## src/rtl/fsd_pkg.sv

```systemverilog
`timescale 1ns / 1ps
// ----------------------------------------------------------------------------
// Flight state detector package
// Word types, configuration register map and shared types for the detector.
// ----------------------------------------------------------------------------
package fsd_pkg;

    localparam int THRUST_W = 15;
    localparam int SPEED_W  = 16;
    localparam int ACCEL_W  = 16;
    localparam int HEIGHT_W = 24;

    localparam int MIN_THRUST_W = 14;
    localparam int MIN_SPEED_W  = 15;
    localparam int MIN_ACCEL_W  = 15;
    localparam int HOLD_W       = 8;
    localparam int GND_THRUST_W = 14;
    localparam int GND_HEIGHT_W = 23;

    localparam int ALOFT_CNT_W = 9;
    localparam int CFG_IDX_W   = 3;
    localparam int CFG_DATA_W  = 23;

    localparam logic [MIN_THRUST_W-1:0] RST_MIN_THRUST = MIN_THRUST_W'(500);
    localparam logic [MIN_SPEED_W-1:0]  RST_MIN_SPEED  = MIN_SPEED_W'(200);
    localparam logic [MIN_ACCEL_W-1:0]  RST_MIN_ACCEL  = MIN_ACCEL_W'(2000);
    localparam logic [HOLD_W-1:0]       RST_HOLD       = HOLD_W'(20);
    localparam logic [GND_THRUST_W-1:0] RST_GND_THRUST = GND_THRUST_W'(3000);
    localparam logic [GND_HEIGHT_W-1:0] RST_GND_HEIGHT = GND_HEIGHT_W'(100);

    typedef enum logic [CFG_IDX_W-1:0] {
        CFG_MIN_THRUST = 3'd0,
        CFG_MIN_SPEED  = 3'd1,
        CFG_MIN_ACCEL  = 3'd2,
        CFG_HOLD       = 3'd3,
        CFG_GND_THRUST = 3'd4,
        CFG_GND_HEIGHT = 3'd5
    } t_cfg_idx;

    typedef struct packed {
        logic signed [THRUST_W-1:0] thrust;
        logic signed [SPEED_W-1:0]  vert_speed;
        logic signed [ACCEL_W-1:0]  vert_accel;
        logic signed [HEIGHT_W-1:0] height;
        logic                       motor_run;
    } t_in_word;

    typedef struct packed {
        logic airborne;
        logic aloft;
    } t_out_word;

    typedef struct packed {
        logic [MIN_THRUST_W-1:0] min_thrust;
        logic [MIN_SPEED_W-1:0]  min_speed;
        logic [MIN_ACCEL_W-1:0]  min_accel;
        logic [HOLD_W-1:0]       hold_ticks;
        logic [GND_THRUST_W-1:0] ground_thrust;
        logic [GND_HEIGHT_W-1:0] ground_height;
    } t_cfg;

    // Per-tick decisions that the state tracker consumes.
    typedef struct packed {
        logic motor_run;
        logic thrust_high;
        logic landing_ok;
        logic ground_ok;
    } t_cond;

endpackage

```

## src/rtl/fsd_cond.sv

```systemverilog
`timescale 1ns / 1ps
// ----------------------------------------------------------------------------
// Flight state detector condition logic
// Saturating magnitudes and threshold compares for one registered word.
// ----------------------------------------------------------------------------
module fsd_cond (
    input  fsd_pkg::t_in_word i_word,
    input  fsd_pkg::t_cfg     i_cfg,
    output fsd_pkg::t_cond    o_cond
);
    import fsd_pkg::*;

    // Magnitude of a 16-bit two's complement value, saturated to 15 bits.
    function automatic logic [14:0] sat_abs(input logic [15:0] v);
        logic [15:0] mag;
        mag = v[15] ? (16'd0 - v) : v;
        return mag[15] ? 15'h7FFF : mag[14:0];
    endfunction

    logic [14:0]        w_spd_abs;
    logic [14:0]        w_acc_abs;
    logic signed [15:0] w_thr;
    logic               w_thr_gt_min;
    logic               w_thr_gt_gnd;
    logic               w_hgt_gt_gnd;

    assign w_spd_abs = sat_abs(i_word.vert_speed);
    assign w_acc_abs = sat_abs(i_word.vert_accel);
    assign w_thr     = {i_word.thrust[THRUST_W-1], i_word.thrust};

    assign w_thr_gt_min = w_thr > $signed({2'b00, i_cfg.min_thrust});
    assign w_thr_gt_gnd = w_thr > $signed({2'b00, i_cfg.ground_thrust});
    assign w_hgt_gt_gnd = i_word.height > $signed({1'b0, i_cfg.ground_height});

    assign o_cond.motor_run   = i_word.motor_run;
    assign o_cond.thrust_high = w_thr_gt_min;
    assign o_cond.landing_ok  = !w_thr_gt_min
                                && (w_spd_abs < i_cfg.min_speed)
                                && (w_acc_abs < i_cfg.min_accel);
    assign o_cond.ground_ok   = w_thr_gt_gnd && w_hgt_gt_gnd;

endmodule

```

## src/rtl/fsd_track.sv

```systemverilog
`timescale 1ns / 1ps
// ----------------------------------------------------------------------------
// Flight state detector state tracker
// In-flight and above-ground flags with their hold counters.
// ----------------------------------------------------------------------------
module fsd_track (
    input  logic              i_clk,
    input  logic              i_rst_n,
    input  logic              i_adv,
    input  fsd_pkg::t_cond    i_cond,
    input  logic [7:0]        i_hold_ticks,
    output fsd_pkg::t_out_word o_result
);
    import fsd_pkg::*;

    logic                   r_flying;
    logic [HOLD_W-1:0]      r_flight_cnt;
    logic                   r_aloft;
    logic [ALOFT_CNT_W-1:0] r_aloft_cnt;

    logic                   n_flying;
    logic [HOLD_W-1:0]      n_flight_cnt;
    logic                   n_aloft;
    logic [ALOFT_CNT_W-1:0] n_aloft_cnt;

    logic [HOLD_W-1:0]      w_hold;
    logic [HOLD_W-1:0]      w_fc_dec;
    logic [HOLD_W-1:0]      w_fc_inc;
    logic [ALOFT_CNT_W-1:0] w_ac_inc;

    // A hold of zero behaves as a hold of one.
    assign w_hold   = (i_hold_ticks == '0) ? HOLD_W'(1) : i_hold_ticks;
    assign w_fc_dec = r_flight_cnt - HOLD_W'(1);
    assign w_fc_inc = r_flight_cnt + HOLD_W'(1);
    assign w_ac_inc = r_aloft_cnt + ALOFT_CNT_W'(1);

    always_comb begin
        n_flying     = r_flying;
        n_flight_cnt = r_flight_cnt;
        if (r_flying) begin
            if (r_flight_cnt != '0) begin
                if (i_cond.landing_ok) begin
                    n_flight_cnt = w_fc_dec;
                    if (w_fc_dec == '0) begin
                        n_flying = 1'b0;
                    end
                end else begin
                    n_flight_cnt = w_hold;
                end
            end
        end else if ((r_flight_cnt < w_hold) && i_cond.motor_run) begin
            if (i_cond.thrust_high) begin
                n_flight_cnt = w_fc_inc;
                if (w_fc_inc == w_hold) begin
                    n_flying = 1'b1;
                end
            end else begin
                n_flight_cnt = '0;
            end
        end

        // Above-ground sees the flight flag as already updated for this tick.
        n_aloft     = r_aloft;
        n_aloft_cnt = r_aloft_cnt;
        if (r_aloft) begin
            if (!n_flying) begin
                n_aloft = 1'b0;
            end
        end else if (n_flying) begin
            if (i_cond.ground_ok) begin
                n_aloft_cnt = w_ac_inc;
                if (w_ac_inc > {1'b0, w_hold}) begin
                    n_aloft     = 1'b1;
                    n_aloft_cnt = '0;
                end
            end else begin
                n_aloft_cnt = '0;
            end
        end
    end

    always_ff @(posedge i_clk) begin
        if (!i_rst_n) begin
            r_flying     <= 1'b0;
            r_flight_cnt <= '0;
            r_aloft      <= 1'b0;
            r_aloft_cnt  <= '0;
        end else if (i_adv) begin
            r_flying     <= n_flying;
            r_flight_cnt <= n_flight_cnt;
            r_aloft      <= n_aloft;
            r_aloft_cnt  <= n_aloft_cnt;
        end
    end

    assign o_result.airborne = n_flying;
    assign o_result.aloft    = n_aloft;

endmodule

```

## src/rtl/flight_state_detector.sv

```systemverilog
`timescale 1ns / 1ps
// Path: a word is held in the input register, then its result in the result register.
// Throughput: one word per cycle; the input register and the result register decouple
// the two sides, so a stalled result only blocks input once the input register is full.
// Reset: synchronous, active low; clears the flight state, both hold counters, the
// valid flags and loads the default threshold registers.
// ----------------------------------------------------------------------------
// Flight state detector
// Takeoff, landing and above-ground detection with hold counters, one word per tick.
// ----------------------------------------------------------------------------
module flight_state_detector (
    input  logic                              i_clk,
    input  logic                              i_rst_n,
    input  logic                              i_in_valid,
    output logic                              o_in_ready,
    input  fsd_pkg::t_in_word                 i_in_word,
    output logic                              o_out_valid,
    input  logic                              i_out_ready,
    output fsd_pkg::t_out_word                o_out_word,
    input  logic                              i_cfg_valid,
    output logic                              o_cfg_ready,
    input  logic [fsd_pkg::CFG_IDX_W-1:0]     i_cfg_index,
    input  logic [fsd_pkg::CFG_DATA_W-1:0]    i_cfg_data
);
    import fsd_pkg::*;

    // Threshold registers. The user writes only while the detector is idle; the block
    // does not enforce it. The port is always ready and writes apply at the next edge.
    t_cfg r_cfg;

    // Input stage: holds one accepted word until the tracker consumes it.
    logic     r_in_vld;
    t_in_word r_in_word;

    // Result stage: holds the flags computed for the word last consumed.
    logic      r_out_vld;
    t_out_word r_out_word;

    logic      w_in_acc;
    logic      w_adv;
    t_cond     w_cond;
    t_out_word w_result;

    assign o_cfg_ready = 1'b1;

    always_ff @(posedge i_clk) begin
        if (!i_rst_n) begin
            r_cfg.min_thrust    <= RST_MIN_THRUST;
            r_cfg.min_speed     <= RST_MIN_SPEED;
            r_cfg.min_accel     <= RST_MIN_ACCEL;
            r_cfg.hold_ticks    <= RST_HOLD;
            r_cfg.ground_thrust <= RST_GND_THRUST;
            r_cfg.ground_height <= RST_GND_HEIGHT;
        end else if (i_cfg_valid) begin
            // Indexes past the end of the register map are dropped.
            unique case (i_cfg_index)
                CFG_MIN_THRUST: r_cfg.min_thrust    <= i_cfg_data[MIN_THRUST_W-1:0];
                CFG_MIN_SPEED:  r_cfg.min_speed     <= i_cfg_data[MIN_SPEED_W-1:0];
                CFG_MIN_ACCEL:  r_cfg.min_accel     <= i_cfg_data[MIN_ACCEL_W-1:0];
                CFG_HOLD:       r_cfg.hold_ticks    <= i_cfg_data[HOLD_W-1:0];
                CFG_GND_THRUST: r_cfg.ground_thrust <= i_cfg_data[GND_THRUST_W-1:0];
                CFG_GND_HEIGHT: r_cfg.ground_height <= i_cfg_data[GND_HEIGHT_W-1:0];
                default: ;
            endcase
        end
    end

    // The tracker consumes the buffered word whenever the result stage is
    // empty or its word is being taken in this cycle. The input side is ready
    // whenever its buffer is empty or being drained, so words stream at one
    // per cycle while the downstream side keeps up.
    assign w_adv      = r_in_vld && (!r_out_vld || i_out_ready);
    assign o_in_ready = !r_in_vld || w_adv;
    assign w_in_acc   = i_in_valid && o_in_ready;

    always_ff @(posedge i_clk) begin
        if (!i_rst_n) begin
            r_in_vld <= 1'b0;
        end else if (w_in_acc) begin
            r_in_vld <= 1'b1;
        end else if (w_adv) begin
            r_in_vld <= 1'b0;
        end
    end

    always_ff @(posedge i_clk) begin
        if (w_in_acc) begin
            r_in_word <= i_in_word;
        end
    end

    fsd_cond u_cond (
        .i_word (r_in_word),
        .i_cfg  (r_cfg),
        .o_cond (w_cond)
    );

    fsd_track u_track (
        .i_clk        (i_clk),
        .i_rst_n      (i_rst_n),
        .i_adv        (w_adv),
        .i_cond       (w_cond),
        .i_hold_ticks (r_cfg.hold_ticks),
        .o_result     (w_result)
    );

    always_ff @(posedge i_clk) begin
        if (!i_rst_n) begin
            r_out_vld <= 1'b0;
        end else if (w_adv) begin
            r_out_vld <= 1'b1;
        end else if (i_out_ready) begin
            r_out_vld <= 1'b0;
        end
    end

    always_ff @(posedge i_clk) begin
        if (w_adv) begin
            r_out_word <= w_result;
        end
    end

    assign o_out_valid = r_out_vld;
    assign o_out_word  = r_out_word;

    // Above-ground can only be reported together with in-flight.
    a_aloft_needs_flight: assert property (@(posedge i_clk) disable iff (!i_rst_n)
        o_out_valid |-> (o_out_word.airborne || !o_out_word.aloft))
        else $error("aloft flag reported while not airborne");

    // A full input buffer only takes a new word when it is drained the same cycle.
    a_no_overwrite: assert property (@(posedge i_clk) disable iff (!i_rst_n)
        (w_in_acc && r_in_vld) |-> w_adv)
        else $error("buffered word overwritten before use");

    // A buffered word that cannot advance stays buffered.
    a_hold_buffer: assert property (@(posedge i_clk) disable iff (!i_rst_n)
        (r_in_vld && !w_adv) |=> r_in_vld)
        else $error("buffered word lost while stalled");

    // Every consumed word yields a result word at the next edge.
    a_result_follows: assert property (@(posedge i_clk) disable iff (!i_rst_n)
        w_adv |=> o_out_valid)
        else $error("consumed word produced no result");

endmodule

```

## config.mk

```make
export PLATFORM = sky130hd
export DESIGN_NAME = flight_state_detector
export DESIGN_NICKNAME = d
export VERILOG_FILES = /design/src/rtl/fsd_pkg.sv /design/src/rtl/fsd_cond.sv /design/src/rtl/fsd_track.sv /design/src/rtl/flight_state_detector.sv
export SDC_FILE = /design/constraint.sdc
export NUM_CORES = 1
export LEC_CHECK = 0
export BUFFER_PORTS_ARGS = -buffer_cell sky130_fd_sc_hd__buf_4
export CAP_MARGIN = 10
export CORE_MARGIN = 2
export CORE_UTILIZATION = 49
export CTS_CLUSTER_SIZE = 14
export DETAILED_ROUTE_END_ITERATION = 8
export PLACE_DENSITY_LB_ADDON = 0.3
export SYNTH_ARGS = -nofsm -noshare
export SYNTH_HDL_FRONTEND = slang
export SYNTH_HIERARCHICAL = 1
export SYNTH_SLANG_ARGS = --single-unit
```

## constraint.sdc

```tcl
create_clock -name i_clk -period 9.2 [get_ports i_clk]
set_clock_uncertainty 0.2 [all_clocks]
set_input_delay 0.46 -clock i_clk [delete_from_list [all_inputs] [get_ports i_clk]]
set_output_delay 0.46 -clock i_clk [all_outputs]
set_load 0.005 [all_outputs]
```

==> impl_metrics.csv, run 1 <==
group,metric,value,unit
outcome,status,"complete, no violations",
cts,htree_levels,4,
route,route.met3.wl,1.13,mm
sta,timing.final.crit_share,69.7,%
setup_path,startpoint_type,"flip-flop",
synthesis,synthesis.nets,1299,
cts,numClockSinks,184,
cts,numCtsBuffers,17,
placement,portBuffers,106,
setup_path,crit_fanout,15,
synthesis,ys.flop_type,"dfxtp_1",
route,vias,8324,
setup_path,startpoint,"r_in_word[32]",
layout,drive_gt1_share,12.5,%
route,wl_met2,12.0,mm
synthesis,synth.ff_latch_count,184,
die,io_pins,108,
setup_path,cp_cell_sequence,"or4_4, and4bb_2, nand4b_1, nand3_1, o21a_1, ha_1, a21oi_1, nor2_1, a2111oi_0, o2111ai_1, or4_1, a211oi_1, buf_4, nand3b_1, or4_1, a32oi_1, inv_1, nand2_1, o21ai_0",
pwr,power_density,146,mW/mm²
route,wl,24.5,mm
synthesis,mappedNetlistArea,0.0106,mm²
sta,setup_viol,0,
synthesis,ys_warn_count,6,
setup_path,end_kind,"flip-flop",
route,drc,0,
layout,synthToLayoutAreaGrowth,22.2,%
grt,grt-ovfl-total,0,
layout,fin_cells,1535,
placement,placed_cells,1431,
pwr,max-vdd-ir-drop,106,µV
setup_path,worst_ep_required_time,9.31,ns
placement,dpl-instance-area,0.0115,mm²
sta,worst_pin_slew,1.12,ns
layout,nNetsFinal,1452,
setup_path,r2r_slack,2.79,ns
setup_path,cpLargestDelayFamily,"simple AND/OR/NAND/NOR gates",
job,maxCapViolCount,0,
sta,tns,0,ns
cts,ctsResizeCount,0,
route,met1_length,10.9,mm
route,first_pass_iters,5,
die,start_util,50.0,%
route,maxUsedRoutingLayer,"met4",
synthesis,postSynthCellCount,1094,
placement,dpl.hpwl,16.9,mm
grt,grt_max_degree,85,
die,core_region_area,0.0211,mm²
synthesis,avgSynthCellArea,9.64,µm²
grt,antenna_found_initial,0,
setup_path,path_buf_inv,2,
sta,min_period,6.41,ns
sta,hold_viol_final,0,
route,drt-wirelength-per-cell,16.0,µm
setup_path,timing_worst_setup_path_type,"flip-flop to flip-flop",
grt,grt_pass1_wl,39.4,mm
route,vias_per_cell,5.42,
layout,fin_util,61.1,%
cts,clk_pin_slew,0.08,ns
synthesis,synth_async_sr_flop_share,0,%
setup_path,r2r_start,"r_in_word[32]",
cts,cts_setup_buffers,0,
setup_path,arrival,6.51,ns
pwr,seq_power_share,47.9,%
setup_path,worst_path_most_repeated_cell,"or4_1",
cts,tritoncts,"done",
layout,stdcell_area,0.0129,mm²
setup_path,critPathMaxStageDelay,0.85,ns
sta,rsz0062_at_grt,"false",
die,dieArea,0.0227,mm²
pwr,p_int,0.00137,W
cts,clkLatencyLatePin,0.44,ns
sta,fmax,156,MHz
die,row_count,53,
grt,grt_pass1_vias,8046,
pwr,switching_share,27.4,%
die,fp.dieH,151,µm
placement,gp_congestion,0.931,
pwr,leakagePower,5.67,nW
sta,slew_violations,0,
die,die_w,151,µm
cts,clock_path_buffers,2,
pwr,pwr-share-clk,39.7,%
min_path,min-delay-start,"i_cfg_data[16]",
cts,cts_root_buf,"clkbuf_16",
grt,grt_usage,22.1,%
synthesis,yosysSeqAreaShare,41.9,%
pwr,switching_power,0.000516,W
sta,relSlewSlack,25.5,%
pwr,combPwrFrac,12.4,%
synthesis,synth-edff-count,74,
synthesis,synth_cell_types,71,
setup_path,cp_slowest_cell,"a32oi_1",
route,drt-initial-drc-count,532,
min_path,hold_class,"primary input to flip-flop",
route,ant_nets,0,
layout,diodes,0,
==> timing repair <==
action,4_1_cts,5_1_grt
endpoints found under the hold margin,70,2
endpoints found under the setup margin,0,0
hold buffers,70,2
==> power by group through the flow <==
stage / logic [W] / registers, W / clock network [W]
after CTS: 0.000231 / 0.000903 / 0.000765
after global placement: 0.000201 / 0.000921 / 0
final: 0.000233 / 0.000903 / 0.000748
after floorplan: 0.000134 / 0.000914 / 0
after global routing: 0.000258 / 0.000907 / 0.000804
after detailed placement: 0.000205 / 0.000922 / 0
==> cell usage after synthesis, drive strengths merged (11+ instances only) <==
| master | number | area [µm²] |
|---|---|---|
| o21ai | 43 | 215 |
| nor2 | 42 | 160 |
| buf | 18 | 109 |
| nand2 | 139 | 522 |
| ha | 102 | 1280 |
| xor2 | 25 | 219 |
| nor3 | 12 | 71.3 |
| nor2b | 49 | 307 |
| mux2i | 89 | 891 |
| a31oi | 11 | 68.8 |
| edfxtp | 74 | 2220 |
| nand3 | 17 | 85.1 |
| inv | 105 | 394 |
| clkbuf | 32 | 120 |
| nand4 | 14 | 93.8 |
| a21oi | 42 | 210 |
| dfxtp | 110 | 2200 |
==> worst paths after layout <==
path / endpoint / cells past startpoint
worst max register to register: u_track/r_aloft_cnt[6] / 19
worst min register to register: r_cfg[36] / 2
worst min-delay path: r_cfg[16] / 3
worst max-delay path: u_track/r_aloft_cnt[6] / 19
==> cell usage in the layout (no fill, tap or decap), types with 5 or more instances in the layout <==
master and instances:
nand2_1 139, buf_4 112, dfxtp_1 110, inv_1 105, ha_1 102, mux2i_1 89
edfxtp_1 74, dlygate4sd3_1 72, nor2b_1 49, o21ai_0 43, nor2_1 41, a21oi_1 41
xor2_1 25, clkbuf_16 17, nand3_1 17, nand4_1 13, nor3_1 11, a31oi_1 11
o21a_1 10, and3_1 10, a21o_1 10, xnor2_1 9, nand3b_1 8, o41ai_1 8
clkinv_8 7, nor4_1 7, nand2b_1 7, a211oi_1 7, or3_1 6, o31ai_1 6
o311ai_0 6, nand4b_1 5, or4b_1 5, o211ai_1 5, a2111oi_0 5, nor4b_1 5
==> state kept, by name, indices dropped and copies added (netlist names) <==
name	flops
r_in_vld	1
u_track/r_aloft	1
u_track/r_flying	1
o_out_word	2
r_cfg	89
r_in_word	72
u_track/r_aloft_cnt	9
o_out_valid	1
u_track/r_flight_cnt	8
==> metrics by stage <==
step                      hold slack, ns  total power (W)  setup WS [ns]
final                             0.0661          0.00188           2.79
after global placement             0.242          0.00112           2.97
after detailed placement           0.247          0.00113           2.89
after global routing              0.0574          0.00197           2.26
after floorplan                    0.230          0.00105           4.02
after CTS                        0.00322          0.00190           2.84
==> worst min-delay path: stages <==
cell,delay [ns]
buf_4,0.11
nand2_1,0.05
mux2i_1,0.05
==> area by class of cell <==
type / count / area, µm²
multi-input combinational: 754 / 5540
clock buffer: 17 / 425
inverter: 106 / 398
clock inverter: 15 / 198
fill: 1745 / 8200
tap: 275 / 344
timing repair buffer: 184 / 1560
sequential: 184 / 4420
==> per-layer routing <==
| metal | global-route usage, % | vias up |
|---|---|---|
| met3 | 4.27 | 29 |
| met1 | 28.3 | 3891 |
| li1 | - | 4198 |
| met2 | 38.0 | 206 |
| met4 | 6.54 | 0 |
| met5 | 0 | - |
==> kinds of logic (layout without fill, tap and decap cells) <==
family	after synthesis	in the layout	synth area share (%)
other	1	1	0.0355
XOR/XNOR	34	34	2.82
adder cells (fa/ha/maj)	102	102	12.1
buffers and inverters	156	322	5.94
multiplexers	89	89	8.44
AND/OR/NAND/NOR	347	347	17.2
flip-flops	184	184	41.9
AO/OA/AOI/OAI	181	181	11.5
Note: power is estimated with default switching activity, not from simulation.
==> inputs of run 2 (changes only) <==
==> constraint.sdc (replaced) <==
create_clock -name i_clk -period 6.17 [get_ports i_clk]
set_clock_uncertainty 0.2 [all_clocks]
set_input_delay 0.3085 -clock i_clk [delete_from_list [all_inputs] [get_ports i_clk]]
set_output_delay 0.3085 -clock i_clk [all_outputs]
set_load 0.005 [all_outputs]
==> run 2 against run 1 <==
Via count is 0.68% higher. Largest cell class unchanged. Largest power group unchanged. Sequential power is 50% higher. Clock power is 48% higher. Register-to-register slack worse by 2.2 ns.
==> impl_metrics.csv, run 2 (synthesis results as in run 1) <==
group,metric,value,unit
outcome,status,"complete, no violations",
die,row_count,53,
route,drc,0,
sta,setup_viol,0,
grt,grt-ovfl-total,0,
sta,slew_violations,0,
grt,grt_max_degree,75,
setup_path,timing_worst_setup_path_type,"flip-flop to flip-flop",
placement,dpl.hpwl,17.1,mm
cts,tritoncts,"done",
layout,largestRegisters,"r_cfg: 89 flops, r_in_word: 72 flops, u_track/r_aloft_cnt: 9 flops",
route,ant_nets,0,
grt,grt_pass1_wl,40.1,mm
layout,nFillCells,1707,
setup_path,critPathMaxStageDelay,0.57,ns
setup_path,end_kind,"flip-flop",
layout,synthToLayoutAreaGrowth,23.7,%
route,vias_per_cell,5.39,
grt,grt_pass1_vias,8177,
pwr,power_density,216,mW/mm²
sta,timing.final.crit_share,89.8,%
setup_path,cpLargestDelayFamily,"simple AND/OR/NAND/NOR gates",
route,wl,24.9,mm
route,first_pass_iters,5,
cts,numClockSinks,184,
die,start_util,50.0,%
min_path,hold_class,"primary input to flip-flop",
sta,rsz0062_at_grt,"false",
setup_path,cp_cell_sequence,"or4_4, and4bb_2, nand4b_1, buf_4, nand3_1, o21a_1, ha_1, a21oi_1, nor2_1, a2111oi_0, o2111ai_1, or4_1, a211oi_1, nand3b_1, or4_1, a32oi_1, buf_4, inv_1, nand2_1, o21ai_0",
grt,antenna_found_initial,0,
setup_path,startpoint_type,"flip-flop",
route,drt-wirelength-per-cell,16.0,µm
sta,fmax,180,MHz
setup_path,cp_slowest_cell,"or4_4",
pwr,max-vdd-ir-drop,165,µV
cts,numCtsBuffers,17,
route,drt-initial-drc-count,500,
layout,layout_commonest_cell,"nand2_1",
layout,largest_register_ffs,89,
setup_path,r2r_slack,0.63,ns
sta,worst_pin_slew,0.986,ns
layout,fin_util,61.9,%
die,core_region_area,0.0211,mm²
cts,clk_pin_slew,0.07,ns
setup_path,worst_ep_required_time,6.28,ns
layout,final_cell_mix,"nand2_1 (139), buf_4 (114), dfxtp_1 (110)",
sta,relSlewSlack,33.9,%
die,fp.dieH,151,µm
job,maxCapViolCount,0,
placement,gp_congestion,0.914,
sta,min_period,5.54,ns
setup_path,path_buf_inv,3,
sta,tns,0,ns
die,die_w,151,µm
cts,clock_path_buffers,2,
placement,portBuffers,106,
setup_path,arrival,5.65,ns
cts,clkLatencyLatePin,0.43,ns
die,io_pins,108,
sta,hold_viol_final,0,
route,vias,8381,
die,dieArea,0.0227,mm²
setup_path,crit_fanout,15,
layout,drive_gt1_share,12.4,%
pwr,leakagePower,5.73,nW
layout,diodes,0,
cts,ctsResizeCount,0,
grt,grt_usage,22.4,%
cts,cts_root_buf,"clkbuf_16",
layout,nNetsFinal,1471,
layout,largest_register,"r_cfg",
cts,htree_levels,4,
run 2: what timing repair did:
item / 4_1_cts / 5_1_grt
endpoints found under the hold margin: 90 / 0
buffers inserted: 0 / 0
hold buffers: 89 / 0
run 2: worst paths after layout:
check,start,to,cells past startpoint
setup / recovery,r_in_word[32],u_track/r_aloft_cnt[3],20
hold reg to reg,r_cfg[36],r_cfg[36],2
setup reg to reg,r_in_word[32],u_track/r_aloft_cnt[3],20
hold / removal,i_cfg_data[4],r_cfg[4],3
run 2: area by class of cell:
class	count	area, µm²	share of cell area, %
clock buffer	17	425	3.26
multi-input combinational	754	5540	42.4
clock inverter	15	176	1.35
tap	275	344	2.64
sequential	184	4420	33.9
inverter	106	398	3.05
timing repair buffer	203	1750	13.4
run 2: where the power goes:
group	internal (W)	leakage [nW]	total (W)	switching (W)
Clock	0.000638	0.281	0.00111	0.000475
Sequential	0.00131	1.61	0.00135	0.0000352
Combinational	0.000180	3.83	0.000359	0.000178
run 2: through the flow:
step	setup WS [ns]	instances	hold slack (ns)	cell area [µm²]	total power [W]
floorplan	0.992	1094	0.207	10600	0.00156
global placement	0.772	1433	0.242	11600	0.00167
detailed placement	0.687	1433	0.248	11600	0.00168
CTS	0.651	1554	0.0195	13100	0.00283
global route	0.107	1554	0.0108	13100	0.00293
finish	0.629	1554	0.0237	13100	0.00282
run 2: worst reg2reg max path, stage by stage, from the launching register on:
cell	delay (ns)
edfxtp_1	0.45
or4_4	0.57
and4bb_2	0.39
nand4b_1	0.10
buf_4	0.19
nand3_1	0.10
o21a_1	0.14
ha_1	0.24
a21oi_1	0.14
nor2_1	0.05
a2111oi_0	0.37
o2111ai_1	0.16
or4_1	0.51
a211oi_1	0.42
nand3b_1	0.15
or4_1	0.50
a32oi_1	0.17
buf_4	0.22
inv_1	0.09
nand2_1	0.15
o21ai_0	0.10
run 2: per-layer routing:
metal  vias up  part of all wire, %  track usage (%)
li1       4219                    -                -
met1      3930                   44             28.2
met2       196                   50             39.5
met3        36                  4.1             3.21
met4         0                  2.0             7.62
met5         -                    0                0
==> inputs of run 3 (changes only) <==
--- a/config.mk
+++ b/config.mk
@@ -5,6 +5,7 @@
 export SDC_FILE = /design/constraint.sdc
 export NUM_CORES = 1
 export LEC_CHECK = 0
+export ABC_AREA = 1
 export BUFFER_PORTS_ARGS = -buffer_cell sky130_fd_sc_hd__buf_4
 export CAP_MARGIN = 10
 export CORE_MARGIN = 2
==> run 3 against run 2 <==
Via count is 17% higher. Largest power group unchanged. Synthesized cell count rose by 33%. Clock power barely moved. Critical path type unchanged. Global-route usage is 0.082 points lower.
==> impl_metrics.csv, run 3 <==
group,metric,value,unit
sta,min_period,3.99,ns
placement,dpl.hpwl,18.4,mm
grt,grt_pass1_vias,9281,
synthesis,synthesis.nets,1661,
min_path,hold_class,"primary input to flip-flop",
setup_path,arrival,4.12,ns
route,wl,26.2,mm
sta,tns,0,ns
synthesis,synth_cell_types,51,
synthesis,synth_most_common_cell,"nand2_1",
synthesis,synth.top_cell.area_share,20.3,%
layout,largest_register_ffs,89,
setup_path,worst_ep_required_time,6.30,ns
setup_path,worst_path_most_repeated_cell,"nand2_1",
placement,placed_cells,1801,
setup_path,end_kind,"flip-flop",
sta,rsz0062_at_grt,"false",
cts,numCtsBuffers,17,
synthesis,synth_async_sr_flop_share,0,%
route,drc,0,
setup_path,critPathMaxStageDelay,0.43,ns
cts,tritoncts,"done",
synthesis,synth_area_leader_cell,"edfxtp_1",
outcome,status,"complete, no violations",
layout,nFillCells,1943,
layout,diodes,0,
setup_path,startpoint_type,"flip-flop",
pwr,leakagePower,6.30,nW
route,ant_nets,0,
setup_path,startpoint,"r_in_word[26]",
die,row_count,54,
grt,grt_usage,22.3,%
die,dieArea,0.0236,mm²
route,vias,9784,
sta,hold_viol_final,0,
sta,setup_viol,0,
pwr,max-vdd-ir-drop,151,µV
synthesis,ys.flop_type,"dfxtp_1",
route,vias_per_cell,5.09,
layout,nNetsFinal,1836,
synthesis,yosysSeqAreaShare,40.4,%
sta,worst_pin_slew,0.973,ns
setup_path,path_buf_inv,2,
route,drt-initial-drc-count,650,
setup_path,timing_worst_setup_path_type,"flip-flop to flip-flop",
placement,place_ws,2.22,ns
grt,grt-ovfl-total,0,
synthesis,synth.ff_latch_count,184,
sta,timing.final.crit_share,64.7,%
die,die_w,153,µm
setup_path,r2r_start,"r_in_word[26]",
route,first_pass_iters,5,
die,core_region_area,0.0219,mm²
synthesis,synth-edff-count,74,
layout,final_cell_mix,"nand2_1 (328), nor2_1 (218), inv_1 (206)",
synthesis,synth.cells.most_frequent,"nand2_1 (328), nor2_1 (219), inv_1 (207), nand3_1 (141), dfxtp_1 (110)",
synthesis,avgSynthCellArea,7.52,µm²
cts,htree_levels,4,
die,fp.dieH,153,µm
cts,cts_setup_buffers,0,
setup_path,crit_fanout,11,
placement,portBuffers,106,
layout,synthToLayoutAreaGrowth,22.0,%
sta,relSlewSlack,35.1,%
setup_path,cpLargestDelayFamily,"simple AND/OR/NAND/NOR gates",
layout,drive_gt1_share,11.2,%
synthesis,synth_area_leaders,"edfxtp_1 (20%), dfxtp_1 (20%), ha_1 (12%)",
setup_path,r2r_slack,2.18,ns
cts,numClockSinks,184,
layout,layout_commonest_cell,"nand2_1",
grt,antenna_found_initial,0,
placement,gp_congestion,0.876,
pwr,power_density,216,mW/mm²
synthesis,postSynthCellCount,1456,
cts,ctsResizeCount,0,
grt,grt_max_degree,73,
synthesis,mappedNetlistArea,0.0109,mm²
setup_path,cp_slowest_cell,"edfxtp_1",
die,io_pins,108,
route,drt-wirelength-per-cell,13.6,µm
layout,largest_register,"r_cfg",
cts,clk_pin_slew,0.07,ns
min_path,min-delay-start,"i_cfg_data[22]",
sta,fmax,250,MHz
cts,clock_path_buffers,2,
layout,fin_cells,1924,
job,maxCapViolCount,0,
die,start_util,50.0,%
sta,fin_ws,2.18,ns
cts,cts_root_buf,"clkbuf_16",
cts,clkLatencyLatePin,0.44,ns
grt,grt_pass1_wl,43.0,mm
layout,largestRegisters,"r_cfg: 89 flops, r_in_word: 72 flops, u_track/r_aloft_cnt: 9 flops",
synthesis,ys_warn_count,6,
sta,slew_violations,0,
## run 3: cell count changes after synthesis, sizes merged, moves of 11 or more
| cell | delta |
|---|---|
| clkbuf | -18 |
| nand3 | +127 |
| a21oi | +19 |
| nand2 | +194 |
| inv | +105 |
| xor2 | -11 |
| nor2 | +200 |
| mux2i | -89 |
| buf | +13 |
| nor2b | -49 |
## run 3: layout make-up
| class | count | area [µm²] | share of cell area, % |
|---|---|---|---|
| well taps | 280 | 350 | 2.62 |
| clock inverters | 13 | 126 | 0.946 |
| flip-flops and latches | 184 | 4420 | 33.1 |
| multi-input cells | 1016 | 5470 | 41.0 |
| repair buffers | 201 | 1740 | 13.0 |
| inverters | 211 | 792 | 5.93 |
| clock buffers | 19 | 454 | 3.40 |
## run 3: per-layer routing
metal | vias to the layer above | routed length [µm] | global-route usage, %
met5 | - | 0 | 0
met4 | 0 | 569 | 7.86
met3 | 39 | 1200 | 3.71
met2 | 223 | 13000 | 38.8
met1 | 4470 | 11500 | 28.1
li1 | 5052 | - | -
## run 3: cell families (layout without fill, tap and decap cells)
logic type | Yosys count | in the layout | share of synthesized area [%]
compound gates | 129 | 129 | 6.71
xor+xnor | 19 | 19 | 1.52
fa+ha+maj | 102 | 102 | 11.7
buf+inv | 256 | 444 | 9.59
flops | 184 | 184 | 40.4
other cells | 1 | 1 | 0.0343
simple gates | 765 | 765 | 30.1
## run 3: tightest hold or removal path: stages
cell     delay, ns
buf_4         0.08
inv_1         0.04
nand3_1       0.07
nand2_1       0.05
nor2_1        0.07
## run 3: power breakdown
part           internal (W)  switching (W)  leakage (nW)
combinational      0.000200       0.000246          4.40
clock              0.000559       0.000521         0.283
sequential          0.00132      0.0000420          1.62
## run 3: per-stage QoR
stage | power (W) | area, µm² | util, % | hold slack (ns)
2_1_floorplan | 0.00165 | 10900 | - | 0.207
3_3_place_gp | 0.00177 | 11900 | 54.2 | 0.241
3_5_place_dp | 0.00178 | 11900 | 54.2 | 0.249
4_1_cts | 0.00291 | 13400 | 61.0 | 0.00603
5_1_grt | 0.00303 | 13400 | 61.0 | 0.0499
6_report | 0.00289 | 13400 | 61.0 | 0.0188
## run 3: timing repair
| item | in CTS | in global routing |
|---|---|---|
| hold endpoints to repair | 108 | 0 |
| hold buffers | 91 | 0 |
| setup endpoints to repair | 0 | 0 |
## run 3: worst paths after layout
| check | to | cells past startpoint |
|---|---|---|
| setup / recovery | u_track/r_aloft_cnt[1] | 32 |
| hold / removal | r_cfg[22] | 5 |
| setup reg to reg | u_track/r_aloft_cnt[1] | 32 |
| hold reg to reg | r_cfg[5] | 2 |
